===== src/rtl/cewu_pkg.sv =====
// Shared constants and types for the covariance error-ellipse unit.
// No dependencies; used by the CORDIC stage and the top level.
package cewu_pkg;

    localparam int CORDIC_STEPS = 16;
    localparam int CORDIC_W     = 36;
    localparam int ANGLE_W      = 18;
    localparam int TILT_W       = 15;
    localparam int GAIN_W       = 16;

    localparam logic [TILT_W-1:0] TILT_MAX   = 15'd12868;
    localparam logic [GAIN_W-1:0] GAIN_RESET = 16'd2560;

    // atan(2^-i) scaled by 65536
    localparam logic signed [ANGLE_W-1:0] ATAN_TAB [CORDIC_STEPS] = '{
        18'sd51472, 18'sd30386, 18'sd16055, 18'sd8150,
        18'sd4091,  18'sd2047,  18'sd1024,  18'sd512,
        18'sd256,   18'sd128,   18'sd64,    18'sd32,
        18'sd16,    18'sd8,     18'sd4,     18'sd2
    };

    typedef logic signed [TILT_W-1:0]  t_tilt;
    typedef logic signed [ANGLE_W-1:0] t_angle;

endpackage


===== src/rtl/cewu_cordic_pipe.sv =====
// Pipelined CORDIC vectoring, one micro-rotation per register stage.
// Depends on cewu_pkg for the arctangent table and widths.
module cewu_cordic_pipe #(
    parameter int SW = 8
) (
    input  logic                  i_clk,
    input  logic                  i_rst_n,
    input  logic                  i_en,
    input  logic                  i_valid,
    input  logic [31:0]           i_x,
    input  logic [31:0]           i_y,
    input  logic [SW-1:0]         i_side,
    output logic                  o_valid,
    output cewu_pkg::t_angle      o_angle,
    output logic [SW-1:0]         o_side
);

    localparam int N = cewu_pkg::CORDIC_STEPS;
    localparam int W = cewu_pkg::CORDIC_W;

    logic                r_v    [N];
    logic signed [W-1:0] r_x    [N];
    logic signed [W-1:0] r_y    [N];
    cewu_pkg::t_angle    r_z    [N];
    logic [SW-1:0]       r_side [N];

    for (genvar k = 0; k < N; k++) begin : g_stage
        logic                v_in;
        logic signed [W-1:0] x_in;
        logic signed [W-1:0] y_in;
        cewu_pkg::t_angle    z_in;
        logic [SW-1:0]       side_in;
        logic signed [W-1:0] xs;
        logic signed [W-1:0] ys;

        if (k == 0) begin : g_first
            assign v_in    = i_valid;
            assign x_in    = {4'b0000, i_x};
            assign y_in    = {3'b000, i_y, 1'b0};
            assign z_in    = '0;
            assign side_in = i_side;
        end else begin : g_next
            assign v_in    = r_v[k-1];
            assign x_in    = r_x[k-1];
            assign y_in    = r_y[k-1];
            assign z_in    = r_z[k-1];
            assign side_in = r_side[k-1];
        end

        assign xs = x_in >>> k;
        assign ys = y_in >>> k;

        always_ff @(posedge i_clk) begin
            if (!i_rst_n) begin
                r_v[k] <= 1'b0;
            end else if (i_en) begin
                r_v[k] <= v_in;
            end
        end

        always_ff @(posedge i_clk) begin
            if (i_en) begin
                if (!y_in[W-1]) begin
                    r_x[k] <= x_in + ys;
                    r_y[k] <= y_in - xs;
                    r_z[k] <= z_in + cewu_pkg::ATAN_TAB[k];
                end else begin
                    r_x[k] <= x_in - ys;
                    r_y[k] <= y_in + xs;
                    r_z[k] <= z_in - cewu_pkg::ATAN_TAB[k];
                end
                r_side[k] <= side_in;
            end
        end
    end

    assign o_valid = r_v[N-1];
    assign o_angle = r_z[N-1];
    assign o_side  = r_side[N-1];

endmodule


===== config.mk =====
export PLATFORM = sky130hd
export DESIGN_NAME = cewu_cordic_pipe
export DESIGN_NICKNAME = d
export VERILOG_FILES = /design/src/rtl/cewu_pkg.sv /design/src/rtl/cewu_cordic_pipe.sv
export SDC_FILE = /design/constraint.sdc
export NUM_CORES = 2
export LEC_CHECK = 0
export BUFFER_PORTS_ARGS = -buffer_cell sky130_fd_sc_hd__buf_2
export CAP_MARGIN = 20
export CORE_MARGIN = 3
export CORE_UTILIZATION = 45
export DETAILED_ROUTE_END_ITERATION = 10
export SYNTH_ARGS = -nofsm -noshare
export SYNTH_HDL_FRONTEND = slang
export SYNTH_SLANG_ARGS = --single-unit

===== constraint.sdc =====
create_clock -name i_clk -period 4.6 [get_ports i_clk]
set_input_delay 0.46 -clock i_clk [delete_from_list [all_inputs] [get_ports i_clk]]
set_output_delay 0.46 -clock i_clk [all_outputs]
set_load 0.005 [all_outputs]

### Yosys cells after proc, flatten, opt, wreduce, memory -nomap -nowiden

Memory sizes are Yosys's and may differ from the RTL's.
Cells that the tools add are included.

| storage, ports and cells | value |
|---|---|
| memories | 5 |
| RAM bits | 1584 |
| logic and storage cells | 314 |
| input bits | 76 |
| flip-flop bits (word level) | 0 |
| output and inout port bits | 27 |

| cells by class | value |
|---|---|
| add/sub/neg operators | 92 |
| muxes and demuxes | 156 |
| bitwise operators | 61 |

Memory list:

| name | depth | width | rd ports | clocked after memory_dff | wr ports | line | RTL |
|---|---|---|---|---|---|---|---|
| r_x | 16 | 36 | 15 | 0 | 16 | cewu_cordic_pipe.sv:22 | `logic signed [W-1:0] r_x [N];` |
| r_y | 16 | 36 | 15 | 0 | 16 | cewu_cordic_pipe.sv:23 | `logic signed [W-1:0] r_y [N];` |
| r_z | 16 | 18 | 16 | 0 | 16 | cewu_cordic_pipe.sv:24 | `cewu_pkg::t_angle r_z [N];` |
| r_side | 16 | 8 | 16 | 0 | 16 | cewu_cordic_pipe.sv:25 | `logic [SW-1:0] r_side [N];` |
| r_v | 16 | 1 | 16 | 0 | 16 | cewu_cordic_pipe.sv:21 | `logic r_v [N];` |

Operators with widths:

| kind | count |
|---|---|
| two-way mux 36 bit | 30 |
| two-way mux 18 bit | 15 |
| two-way mux 1 bit | 111 |
| adder 36 x 21 -> 36 bit | 2 |
| adder 36 x 22 -> 36 bit | 2 |
| adder 36 x 23 -> 36 bit | 2 |
| adder 36 x 24 -> 36 bit | 2 |
| adder 36 x 25 -> 36 bit | 2 |
| adder 36 x 26 -> 36 bit | 2 |
| adder 36 x 27 -> 36 bit | 2 |
| adder 36 x 28 -> 36 bit | 2 |
| adder 36 x 29 -> 36 bit | 2 |
| adder 36 x 30 -> 36 bit | 2 |
| adder 36 x 31 -> 36 bit | 2 |
| adder 36 x 32 -> 36 bit | 2 |
| adder 36 x 33 -> 36 bit | 2 |
| adder 36 x 34 -> 36 bit | 2 |
| adder 36 x 35 -> 36 bit | 2 |
| subtractor 36 x 21 -> 36 bit | 2 |
| subtractor 36 x 22 -> 36 bit | 2 |
| subtractor 36 x 23 -> 36 bit | 2 |
| subtractor 36 x 24 -> 36 bit | 2 |
| subtractor 36 x 25 -> 36 bit | 2 |
| subtractor 36 x 26 -> 36 bit | 2 |
| other kinds (40) | 111 |

### Longest topological paths before layout

An unclocked memory read counts as a cell.

| depth | value |
|---|---|
| depth after elaboration | 5 |
| mapped depth | 23 |
| mapped depth without buffers | 22 |

### Least setup slack after synthesis

OpenSTA, ideal clock, no wires.

| timing path | value |
|---|---|
| path kind | reg2reg |
| from | memory r_y[0][117] (netlist name) |
| to | memory r_x[0][179] (netlist name) (data pin) |
| arrival time | 4710 ps |
| setup slack | -374 ps |
| library setup time | 264 ps |
| buffers on the path | 1 |
| required time | 4336 ps |
| stages on the path, launching flop included | 19 |
| path through | edfxtp_1 > or3_4 > or4_1 > or4b_4 > or4_1 > o21ai_0 > xor2_1 > ha_1 > clkbuf_1 > a21o_1 > a21oi_1 > o21ai_0 > a211oi_1 > a21oi_1 > or3_1 > a21oi_1 > o221ai_1 > a211oi_1 > xnor2_1 |

RTL lines:

| element | line |
|---|---|
| start, declared | cewu_cordic_pipe.sv:23 |
| end, declared | cewu_cordic_pipe.sv:22 |

==> results by group <==
Outcome
  • Status: finished with violations
  • Failing checks: negative setup slack

Clock network
  • TritonCTS Sinks: around 1400
  • CTS Buffer Depth: 3
  • Inserted Clock Buffers: roughly 160
  • Worst skew pair latency: around 820 ps
  • TritonCTS clock tree: done
  • CTS clock-pin slew for the worst setup and hold paths: 60 ps
  • H-Tree Depth: 4
  • Root buf cell: clkbuf_16

Global routing
  • Initial antenna violation count: 10
  • Largest net degree at the start of global routing: 141
  • Grt met3 use: 0.02682
  • GRT Max-Usage Layer: met2
  • Vias in the first global route: between 90000 and 100k
  • Grt met1 use: 0.3419
  • Tot GR Track Use: 0.2452
  • First-pass GRT wire length: slightly above 500000 µm
  • GR Layer Usage met2: 0.4083
  • Congestion Overflow GR: 0

Routing
  • Iteration-0 DRC Markers: ~6900
  • Post-DR vias/cell: between 5 and 6
  • Routed via count: between 90000 and 100k
  • DRT Pass-1 Iters: 6
  • ANT nets after route: 0
  • DRC Markers: 0
  • WL final: 327700 µm
  • Routed length per instance: slightly below 20 µm

Setup path
  • Worst Setup EP: r_x[0][179]
  • Critical path data arrival time: around 5500 ps
  • Critical path's largest stage delay: about 530 ps
  • RR Startpoint: r_y[0][115]
  • Critical-path cell list: or3_4 -> or4_4 -> or4b_4 -> or4_4 -> buf_6 -> o21ai_4 -> xor2_1 -> ha_1 -> a21o_1 -> a21oi_2 -> o21ai_2 -> a211oi_2 -> a21oi_1 -> or3_1 -> a21oi_2 -> o221ai_2 -> a211oi_2 -> xnor2_1
  • CP max stage cell: or4b_4
  • Setup CP Type: register to register
  • Worst reg2reg path depth: 18
  • Worst R2R End: r_x[0][179]
  • CP startpoint: r_y[0][115]
  • CP Max Fanout: 2
  • CP endpoint kind: register
  • Register-to-register setup slack: -340 ps
  • WP data required: ~5200 ps
  • CP Launch Type: register

Yosys
  • Sequential area share after synthesis: 0.3653
  • Async SR Flop Fraction: 0
  • Number of synthesized flops with an enable pin: 1373
  • Synthesized area: roughly 110000 µm²
  • Yosys cell types: ~110
  • #FFs+latches synth: 1374
  • Post-synth net total: 13020
  • Syn avg cell area: between 9 and 10 µm²
  • Syn. warnings: 0
  • Prevailing post-synth register cell: edfxtp_1
  • Synth Instances: ~12000

Floorplan
  • Starting Density: 0.4533
  • Chip Width: a little over 500 µm
  • Die extent in y: 506.9 µm
  • Ports: ~100
  • DIE AREA: 257000 µm²
  • Cell row count: about 180
  • Core area: ~250000 µm²

Timing
  • Hold Slack: 151.2 ps
  • Final setup violation count: 13
  • Final Hold Fails: 0
  • Skew final: slightly above 40 ps
  • RSZ-0062 raised after global routing: true
  • Measured slew at the worst slew-check pin: 1045 ps
  • Final WS setup: -338.9 ps
  • Slew Limit Fails: 0
  • Fin crit share: 1.074
  • Maximum operating frequency: around 0.20 GHz
  • Rel. slew slack: 0.3030
  • Tmin final: 4939 ps

Layout
  • Core Util, Final: 0.5534
  • Fin cells: 16820
  • Multi-input gate area: 71870 µm²
  • Nets@finish: roughly 15000
  • Filler cells: 22350
  • Synthesis-to-finish area growth: 22.09%
  • FF+latch area: between 40000 and 50000 µm²
  • Share of layout cells above drive strength 1: 0.1955

Placement
  • Final GP Congestion: 0.9485
  • Hpwl dp: roughly 260000 µm
  • Placed Cells: roughly 16000
  • # port buffers: about 100

Run
  • Max-cap violations: 0

Min path
  • Worst Hold Class: input pin to register
cells by family (layout without fill, tap and decap cells):
family	count (synthesis)	in the layout	synth area share
AOI/OAI and AO/OA	3511	3511	0.1984
and+or+nand+nor	3021	3021	0.1311
xor gates and xnor gates	1729	1729	0.1342
DFF	1374	1374	0.3653
adders and majority gates	1252	1252	0.1413
buffers and inverters	750	2545	0.02505
muxes	50	50	0.004621
other	1	3	0.00003321
routing by layer:
layer	part of all wire	up-vias
met3	0.046	410
met2	0.47	2182
met5	0.000040	-
li1	-	46630
met4	0.023	2
met1	0.46	45830
worst min path at each step:
stage / slack (ps) / cells after the start / start / to
6_report: 150 / 3 / i_y[30] / r_y[0][34]
4_1_cts: 70 / 2 / i_en / r_x[0][174]
3_5_place_dp: 400 / 0 / r_side[0][3] / r_side[0][11]
2_1_floorplan: 400 / 0 / r_side[0][2] / r_side[0][10]
5_1_grt: 90 / 2 / i_en / r_x[0][174]
3_3_place_gp: 400 / 0 / r_side[0][33] / r_side[0][41]
sequential cells by signal, summed over array words and instances, names as in the netlist:
signal and flops:
r_y 503, r_z 240, r_v 16, r_side 128, r_x 487
area by class of cell:
cell class                      count  area share
Multi-Input combinational cell   9564      0.5213
Sequential cell                  1374      0.2992
Timing Repair Buffer             1754     0.09621
Tap cell                         3330     0.03022
Clock buffer                      189     0.03014
Inverter                          496     0.01350
Clock inverter                    106    0.009339
Antenna cell                        2  0.00003630
synthesized netlist by cell type, drive strengths merged (24+ instances only):
library cell  number  area (µm²)
a211o             30       262.8
a211oi            93       718.2
a21boi            41       307.8
a21o             504        3784
a21oi           1128        5657
a221oi            25       219.0
a31oi             97       613.1
and2              37       231.5
and3              98       618.1
buf               24       102.6
clkbuf           230       864.6
edfxtp          1373       41230
fa                39       780.8
ha              1213       15180
inv              492        1847
mux2i             33       330.3
nand2            715        2696
nand2b           209        1308
nand3            191       955.9
nand3b            28       210.2
nand4             94       588.1
nor2             891        3347
nor2b            173        1092
nor3             242        1226
nor4             111       804.5
o211ai            56       435.4
o21a             158        1186
o21ai            731        3670
o21bai           140        1055
o31a              35       306.5
o31ai            191        1491
o41ai             74       734.5
or2               31       193.9
or3               81       516.7
or4               49       390.4
xnor2           1103        9668
xor2             626        5483
critical path, delay by kind of cell, from the launching register on:
kind                     cells  cell delay (ps)
XOR/XNOR                     2              280
buffers and inverters        1              140
AND/OR/NAND/NOR              5             2160
flip-flops                   1              400
adder cells (fa/ha/maj)      1              270
AO/OA/AOI/OAI                9             1430
per-stage QoR:
stage	cell area [µm²]	setup TNS [ps]	setup slack, ps
floorplan	113000	-344.2	-218.9
global placement	128200	-7204	-592.8
detailed placement	128200	-10710	-456.6
CTS	134500	-909.1	-300.8
global route	137900	-6078	-528.3
finish	137900	-949.0	-338.9
layout by cell type, fill, tap and decap left out, types with 138 or more instances in the layout:
| cell type | Yosys | routed |
|---|---|---|
| xor2_1 | 626 | 621 |
| nand2_1 | 712 | 675 |
| a21oi_1 | 1125 | 1043 |
| o31ai_1 | 183 | 147 |
| ha_1 | 1213 | 1193 |
| a21o_1 | 504 | 504 |
| o21bai_1 | 139 | 138 |
| inv_1 | 490 | 486 |
| xnor2_1 | 1102 | 1087 |
| clkbuf_16 | 0 | 162 |
| nor2b_1 | 171 | 166 |
| edfxtp_1 | 1373 | 1373 |
| o21a_1 | 158 | 155 |
| nand3_1 | 191 | 182 |
| o21ai_0 | 697 | 609 |
| buf_4 | 1 | 1602 |
| nand2b_1 | 209 | 207 |
| nor3_1 | 239 | 196 |
| nor2_1 | 890 | 857 |
repair_timing:
item | CTS | global route
endpoints found under the setup margin | 73 | 224
buffers inserted | 25 | 114
pin swaps | 64 | 291
resized for setup | 103 | 602
hold buffers | 12 | 0
endpoints found under the hold margin | 12 | 0
Power is not shown: default switching activity piles up to over one toggle a cycle in this logic, so the estimate is an artifact.
