--- config.mk ---
export PLATFORM = sky130hd
export DESIGN_NAME = cewu_isqrt_pipe
export DESIGN_NICKNAME = d
export VERILOG_FILES = /design/src/rtl/cewu_isqrt_pipe.sv
export SDC_FILE = /design/constraint.sdc
export NUM_CORES = 2
export LEC_CHECK = 0
export ABC_CLOCK_PERIOD_IN_PS = 4800
export BUFFER_PORTS_ARGS = -buffer_cell sky130_fd_sc_hd__clkbuf_2
export CAP_MARGIN = 30
export CORE_ASPECT_RATIO = 0.7
export CORE_UTILIZATION = 45
export CTS_CLUSTER_SIZE = 40
export DETAILED_ROUTE_END_ITERATION = 16
export SYNTH_ARGS = -nofsm -noshare
export SYNTH_HDL_FRONTEND = slang
export SYNTH_MEMORY_MAX_BITS = 65536
export SYNTH_SLANG_ARGS = --single-unit
--- constraint.sdc ---
create_clock -name i_clk -period 4.8 [get_ports i_clk]
set_input_delay 0.24 -clock i_clk [delete_from_list [all_inputs] [get_ports i_clk]]
set_output_delay 0.24 -clock i_clk [all_outputs]
set_load 0.005 [all_outputs]
--- src/rtl/cewu_isqrt_pipe.sv ---
// Pipelined integer square root, one result bit per register stage.
// Carries a valid bit and a sideband word alongside; no package dependency.
module cewu_isqrt_pipe #(
    parameter int NW = 64,
    parameter int SW = 8
) (
    input  logic            i_clk,
    input  logic            i_rst_n,
    input  logic            i_en,
    input  logic            i_valid,
    input  logic [NW-1:0]   i_radicand,
    input  logic [SW-1:0]   i_side,
    output logic            o_valid,
    output logic [NW/2-1:0] o_root,
    output logic [SW-1:0]   o_side
);

    localparam int QW = NW / 2;
    localparam int RW = QW + 2;

    logic          r_v    [QW];
    logic [RW-1:0] r_rem  [QW];
    logic [QW-1:0] r_root [QW];
    logic [NW-1:0] r_rad  [QW];
    logic [SW-1:0] r_side [QW];

    for (genvar k = 0; k < QW; k++) begin : g_stage
        logic          v_in;
        logic [RW-1:0] rem_in;
        logic [QW-1:0] root_in;
        logic [NW-1:0] rad_in;
        logic [SW-1:0] side_in;
        logic [RW+1:0] wide;
        logic [RW+1:0] trial;
        logic [RW+1:0] diff;
        logic          ge;

        if (k == 0) begin : g_first
            assign v_in    = i_valid;
            assign rem_in  = '0;
            assign root_in = '0;
            assign rad_in  = i_radicand;
            assign side_in = i_side;
        end else begin : g_next
            assign v_in    = r_v[k-1];
            assign rem_in  = r_rem[k-1];
            assign root_in = r_root[k-1];
            assign rad_in  = r_rad[k-1];
            assign side_in = r_side[k-1];
        end

        assign wide  = {rem_in, rad_in[NW-1 -: 2]};
        assign trial = {2'b00, root_in, 2'b01};
        assign diff  = wide - trial;
        assign ge    = (wide >= trial);

        always_ff @(posedge i_clk) begin
            if (!i_rst_n) begin
                r_v[k] <= 1'b0;
            end else if (i_en) begin
                r_v[k] <= v_in;
            end
        end

        always_ff @(posedge i_clk) begin
            if (i_en) begin
                r_rem[k]  <= ge ? diff[RW-1:0] : wide[RW-1:0];
                r_root[k] <= {root_in[QW-2:0], ge};
                r_rad[k]  <= {rad_in[NW-3:0], 2'b00};
                r_side[k] <= side_in;
            end
        end
    end

    assign o_valid = r_v[QW-1];
    assign o_root  = r_root[QW-1];
    assign o_side  = r_side[QW-1];

endmodule

* Yosys cells after proc, flatten, opt, wreduce, memory -nomap -nowiden
Memory sizes are Yosys's and may differ from the RTL's. Cells that the tools add are included.
Storage, ports and cells: register bits after elaboration 0, bits in latches 0, memory bits (writable) 4384, ROM bits 0, input bits 76, logic and storage cells 170, memories kept 5
Memory list:
- r_rad | words 32, width 62, read ports 31, clocked after memory_dff 0, wr ports 32, RTL line 24 | logic [NW-1:0] r_rad [QW];
- r_rem | words 32, width 34, read ports 31, clocked after memory_dff 0, wr ports 32, RTL line 22 | logic [RW-1:0] r_rem [QW];
- r_root | words 32, width 32, read ports 32, clocked after memory_dff 0, wr ports 32, RTL line 23 | logic [QW-1:0] r_root [QW];
- r_side | words 32, width 8, read ports 32, clocked after memory_dff 0, wr ports 32, RTL line 25 | logic [SW-1:0] r_side [QW];
- r_v | words 32, width 1, read ports 32, clocked after memory_dff 0, wr ports 32, RTL line 21 | logic r_v [QW];
Cells by class: $add $sub $neg 32, multiply operators 0, divide/modulo/power cells 0, $lt $le $gt $ge 32, equal/unequal tests 0, shift-type cells 0, multiplexer cells 69, bitwise gates (word level) 32, reduce and logical (&&, ||, !) cells 0
Operators by type and width (count):
- greater-or-equal comparator 36 x 34 -> 1 bit | 31
- two-way mux 34 bit | 32
- subtractor 34 bit | 31
- two-way mux 1 bit | 37
- OR 1 bit | 32
- subtractor 2 x 1 -> 3 bit, second input constant | 1
- greater-or-equal comparator 2 x 1 -> 1 bit, second input constant | 1

* Depth between registers and ports, before layout
word-level depth 4, mapped depth 16

* Worst setup path before layout
OpenSTA, ideal clock, no wires.
path kind reg-to-reg, from memory r_rem[0][180] (netlist name), to memory r_rem[0][222] (netlist name), data pin, library setup time 0.266 ns, data arrival time 3.151 ns, data required time 4.534 ns, slack 1.384 ns, cell stages (with the launch flop) 12, buffers on the path 2, clock period less this slack 3.416 ns, cells stage by stage edfxtp_1 -> or4_1 -> or3_4 -> or4_4 -> or4_4 -> buf_6 -> nand4b_4 -> o211ai_2 -> or2_1 -> buf_4 -> nor3_1 -> xor2_1
RTL lines (RTL line):
- start: declaration | 22

==> results_tabular.tex <==
\begin{tabular}{lr}
\hline
Metric & Value \\
\hline
\multicolumn{2}{l}{\textbf{Timing}} \\
Count of final setup violators & 0 \\
Slew at the pin closest to its max-slew limit & between 1 and 1.5 ns \\
Summed negative setup slack over all endpoints & 0 ns \\
Remaining max-slew budget at the tightest pin & a little under a fifth \\
Number of max-slew violations in the final report & 0 \\
Ratio of final minimum period to clock period & roughly 89\% \\
Post-layout minimum cycle time & approximately 4.3 ns \\
Setup repair after global routing missed its margin & no \\
Achievable frequency & 233.1 MHz \\
Hold Violations, Final & 0 \\
Worst clock skew & $\sim$0.046 ns \\
\multicolumn{2}{l}{\textbf{Worst setup path}} \\
Worst setup path class & flop to flop \\
CP dominant cell by count & sky130\_fd\_sc\_hd\_\_o211ai\_1 \\
Delay of the slowest critical-path stage & 0.96 ns \\
Cell at the slowest stage of the critical path & sky130\_fd\_sc\_hd\_\_a2111oi\_0 \\
End of the worst register-to-register path & r\_rem[1][455]\$\_DFFE\_PP\_ \\
Capturing element type of the critical path & flop \\
Arrival time at the worst endpoint & 4.86 ns \\
Launching element type of the critical path & flop \\
R2R cell count & 11 \\
CP max FO & 31 \\
Worst-case register-to-register setup slack & 0.51 ns \\
Critical Path, Cell by Cell & inv\_1, ha\_1, nor2b\_1, o31a\_1, o2111a\_1, o211ai\_1, a2111oi\_0, o211ai\_1, nand2\_2, buf\_4, mux2\_2 \\
FF-to-FF Start & r\_root[28][0]\$\_DFFE\_PP\_ \\
Critical Path RT & 5.38 ns \\
\multicolumn{2}{l}{\textbf{Floorplanning}} \\
Vert. Die Dim & approximately 450 µm \\
Initial core utilization & 45.49\% \\
DIE AREA & approximately 280000 µm² \\
Row count & 162 \\
Core region area & 279700 µm² \\
I/O pins & 117 \\
Die X & 637.6 µm \\
\multicolumn{2}{l}{\textbf{Route}} \\
Routed vias/inst & about 5.4 \\
WL met2 & about 110 mm \\
Count of vias placed by the detailed router & roughly 75000 \\
DRC Markers & 0 \\
M1 wire length & 129.8 mm \\
Top routing layer in use & met4 \\
1st-pass router iterations & 6 \\
Post-DR wirelength/cell & between 15 and 20 µm \\
Routed Wire Length & between 200 and 300 mm \\
Antenna-violating nets left & 0 \\
Met3 wire length & $\sim$14 mm \\
Number of violations reported at the end of detailed-routing iteration 0 & approximately 6600 \\
\multicolumn{2}{l}{\textbf{Synthesis}} \\
Part of the Yosys area used for sequential elements & 66.33\% \\
Proportion of synthesized flip-flops having asynchronous set or reset & 0\% \\
Post-synthesis cell area & 127200 µm² \\
Number of flops mapped to enable cells by yosys & between 2000 and 3000 \\
Flop and latch count out of synthesis & roughly 2800 \\
Syn nets & 10250 \\
Post-synthesis cell type count & 91 \\
Avg Inst Size Synth & 13.24 µm² \\
Dominant register cell in the synthesized netlist & sky130\_fd\_sc\_hd\_\_edfxtp\_1 \\
Number of warnings issued by yosys & 0 \\
Number of instances in the synthesized netlist & slightly below 10000 \\
\multicolumn{2}{l}{\textbf{Run}} \\
Maximum Capacitance Violations & 0 \\
\multicolumn{2}{l}{\textbf{Global route}} \\
Wire length of the first global-routing pass & 412.2 mm \\
Global router's overall resource usage & $\sim$18\% \\
Maximum number of pins on one net before global-route repair & 149 \\
Congestion Overflow GR & 0 \\
Antenna violations before repair & 7 \\
Via count of the first global-routing pass & between 70000 and 80000 \\
\multicolumn{2}{l}{\textbf{Min path}} \\
End point of the worst hold path & r\_rad[0][56]\$\_DFFE\_PP\_ \\
Hold Crit Start & i\_radicand[56] \\
Number of cells traversed by the worst hold path & 2 \\
Worst min path class & input pin to flop \\
\multicolumn{2}{l}{\textbf{Final layout}} \\
Commonest non-fill, non-tap cell in the layout & sky130\_fd\_sc\_hd\_\_edfxtp\_1 \\
Nets & 10640 \\
Share of post-route cells with drive strength above 1 & 7.387\% \\
Commonest cells after routing, fill and taps aside & 2810 x sky130\_fd\_sc\_hd\_\_edfxtp\_1, 741 x sky130\_fd\_sc\_hd\_\_inv\_1, 632 x sky130\_fd\_sc\_hd\_\_nand2\_1, 623 x sky130\_fd\_sc\_hd\_\_a21oi\_1, 602 x sky130\_fd\_sc\_hd\_\_nor2\_1 \\
Area added between synthesis and finish & 12.04\% \\
\multicolumn{2}{l}{\textbf{Clock tree}} \\
Clk sink count & 2811 \\
Clock tree from TritonCTS & built \\
Clock-pin slew reported for the worst setup and hold paths after clock tree synthesis & 0.06 ns \\
CTS max path bufs & 4 \\
H-tree depth & 5 \\
Clock buffers created by TritonCTS & between 200 and 300 \\
Root Driver & sky130\_fd\_sc\_hd\_\_clkbuf\_16 \\
Number of cells upsized or downsized after cts & 0 \\
Insertion delay to the later sink of the worst-skew pair & between 0.8 and 0.9 ns \\
\multicolumn{2}{l}{\textbf{Run status}} \\
Outcome & completed \\
\multicolumn{2}{l}{\textbf{Placed design}} \\
Port Buffers & 116 \\
GPL Wtd Cong & 0.9007 \\
DP HPWL & $\sim$190 mm \\
\multicolumn{2}{l}{\textbf{Power}} \\
Worst-case vdd ir drop & $\sim$0.28 mV \\
Leakage Power & about 54 nW \\
Cell Pwr Density & 470.8 nW/µm² \\
Final Total Pwr & 67.12 mW \\
\hline
\end{tabular}
cell usage after synthesis (14+ instances only):
library cell / instances / area [µm²]
sky130_fd_sc_hd__a211oi_1: 49 / 367.9
sky130_fd_sc_hd__buf_1: 16 / 60.06
sky130_fd_sc_hd__nor2b_1: 89 / 556.8
sky130_fd_sc_hd__a31o_2: 15 / 131.4
sky130_fd_sc_hd__nor4b_1: 18 / 157.7
sky130_fd_sc_hd__ha_1: 562 / 7032
sky130_fd_sc_hd__nand3_1: 157 / 785.8
sky130_fd_sc_hd__nand4b_1: 23 / 201.4
sky130_fd_sc_hd__nand2b_1: 93 / 581.8
sky130_fd_sc_hd__a21oi_1: 623 / 3118
sky130_fd_sc_hd__o211ai_1: 45 / 337.8
sky130_fd_sc_hd__nand2_1: 633 / 2376
sky130_fd_sc_hd__a31oi_1: 48 / 300.3
sky130_fd_sc_hd__or2_2: 38 / 237.7
sky130_fd_sc_hd__o31a_1: 17 / 148.9
sky130_fd_sc_hd__nor2_1: 604 / 2267
sky130_fd_sc_hd__o21bai_1: 57 / 427.9
sky130_fd_sc_hd__mux2_2: 51 / 574.3
sky130_fd_sc_hd__or3_1: 91 / 569.3
sky130_fd_sc_hd__or4_1: 54 / 405.4
sky130_fd_sc_hd__a21o_1: 258 / 1937
sky130_fd_sc_hd__and3_1: 100 / 625.6
sky130_fd_sc_hd__o31ai_1: 59 / 442.9
sky130_fd_sc_hd__and4_1: 14 / 122.6
sky130_fd_sc_hd__o21ai_0: 456 / 2282
sky130_fd_sc_hd__a21boi_0: 22 / 165.2
sky130_fd_sc_hd__and2_1: 30 / 187.7
sky130_fd_sc_hd__nand3b_1: 44 / 330.3
sky130_fd_sc_hd__inv_1: 741 / 2781
sky130_fd_sc_hd__nand4_1: 109 / 681.9
sky130_fd_sc_hd__nor3b_1: 19 / 142.6
sky130_fd_sc_hd__a2111oi_0: 17 / 148.9
sky130_fd_sc_hd__nor3_1: 219 / 1096
sky130_fd_sc_hd__xnor2_1: 452 / 3959
sky130_fd_sc_hd__o21a_1: 97 / 728.2
sky130_fd_sc_hd__edfxtp_1: 2810 / 84380
sky130_fd_sc_hd__clkbuf_1: 182 / 683.2
sky130_fd_sc_hd__mux2i_1: 15 / 150.1
sky130_fd_sc_hd__nor4_1: 116 / 725.7
sky130_fd_sc_hd__xor2_1: 380 / 3328
worst max-delay path: cells and delay by family, from the launching register on:
family	cells	cell delay, ns
simple gates	2	0.35
fa+ha+maj	1	0.33
mux	1	0.38
flops	1	0.38
compound gates	5	2.17
buf+inv	2	0.41
sequential cells by signal, summed over array words and instances, names as in the netlist:
register  flops
r_side      256
r_root      528
r_rem      1003
r_rad       992
r_v          32
routing by layer:
layer	up-vias	GRT usage [%]
met5	-	0
met4	0	4.497
met3	405	2.672
met2	1936	27.24
met1	36580	27.66
li1	36430	-
through the flow:
step	util (%)	setup WS, ns	hold slack [ns]	instance area [µm²]	std cells
2_1_floorplan	-	1.384	0.3389	127200	9607
3_3_place_gp	47.49	0.6702	0.4003	132900	13320
3_5_place_dp	47.50	0.6572	0.4045	132900	13320
4_1_cts	50.96	0.6345	0.006252	142600	13900
5_1_grt	50.97	0.3392	0.03880	142600	13900
6_report	50.97	0.5108	0.09609	142600	13900
final cells by class:
type                       instances  area (µm²)
multi-input combinational       5851       39330
tap                             3690        4617
sequential                      2811       84400
timing repair buffer             305        2495
inverter                         744        2793
antenna                            1       2.502
fill                           23790      137200
clock inverter                   156        1416
clock buffer                     340        7508
logic make-up (layout without fill, tap and decap cells):
group | Yosys count | count (layout) | share of synthesized area, %
AO/OA/AOI/OAI | 1909 | 1909 | 9.333
XOR/XNOR | 832 | 832 | 5.727
adder cells (fa/ha/maj) | 562 | 562 | 5.526
buffers and inverters | 945 | 1545 | 2.798
flip-flops | 2811 | 2811 | 66.33
multiplexers | 66 | 66 | 0.5694
other | 1 | 2 | 0.002947
AND/OR/NAND/NOR | 2481 | 2481 | 9.711
what timing repair did:
| item | CTS | global route |
|---|---|---|
| buffers inserted | 0 | 0 |
| hold buffers | 76 | 0 |
| hold endpoints to repair | 112 | 0 |
how the worst max path moves through the flow:
stage                                         from                       to  slack (ns)  cells after the start
after floorplan            r_rem[0][180]$_DFFE_PP_  r_rem[0][222]$_DFFE_PP_        1.38                     11
after global placement    r_root[23][22]$_DFFE_PP_  r_rem[1][295]$_DFFE_PP_        0.67                     13
after detailed placement   r_root[28][0]$_DFFE_PP_  r_rem[1][446]$_DFFE_PP_        0.66                     11
after CTS                  r_root[28][0]$_DFFE_PP_  r_rem[1][455]$_DFFE_PP_        0.63                     11
after global routing       r_rad[1][805]$_DFFE_PP_  r_rem[1][448]$_DFFE_PP_        0.34                     11
final                      r_root[28][0]$_DFFE_PP_  r_rem[1][455]$_DFFE_PP_        0.51                     11
power breakdown:
group / leakage, nW / internal [mW] / total [mW] / switching (mW)
registers: 27.1 / 30.7 / 32.6 / 1.87
clock network: 4.33 / 12.4 / 21.6 / 9.17
logic: 22.6 / 5.32 / 12.9 / 7.59
total: 54.1 / 48.5 / 67.1 / 18.6
No activity file was read; power rests on OpenSTA's default activity.
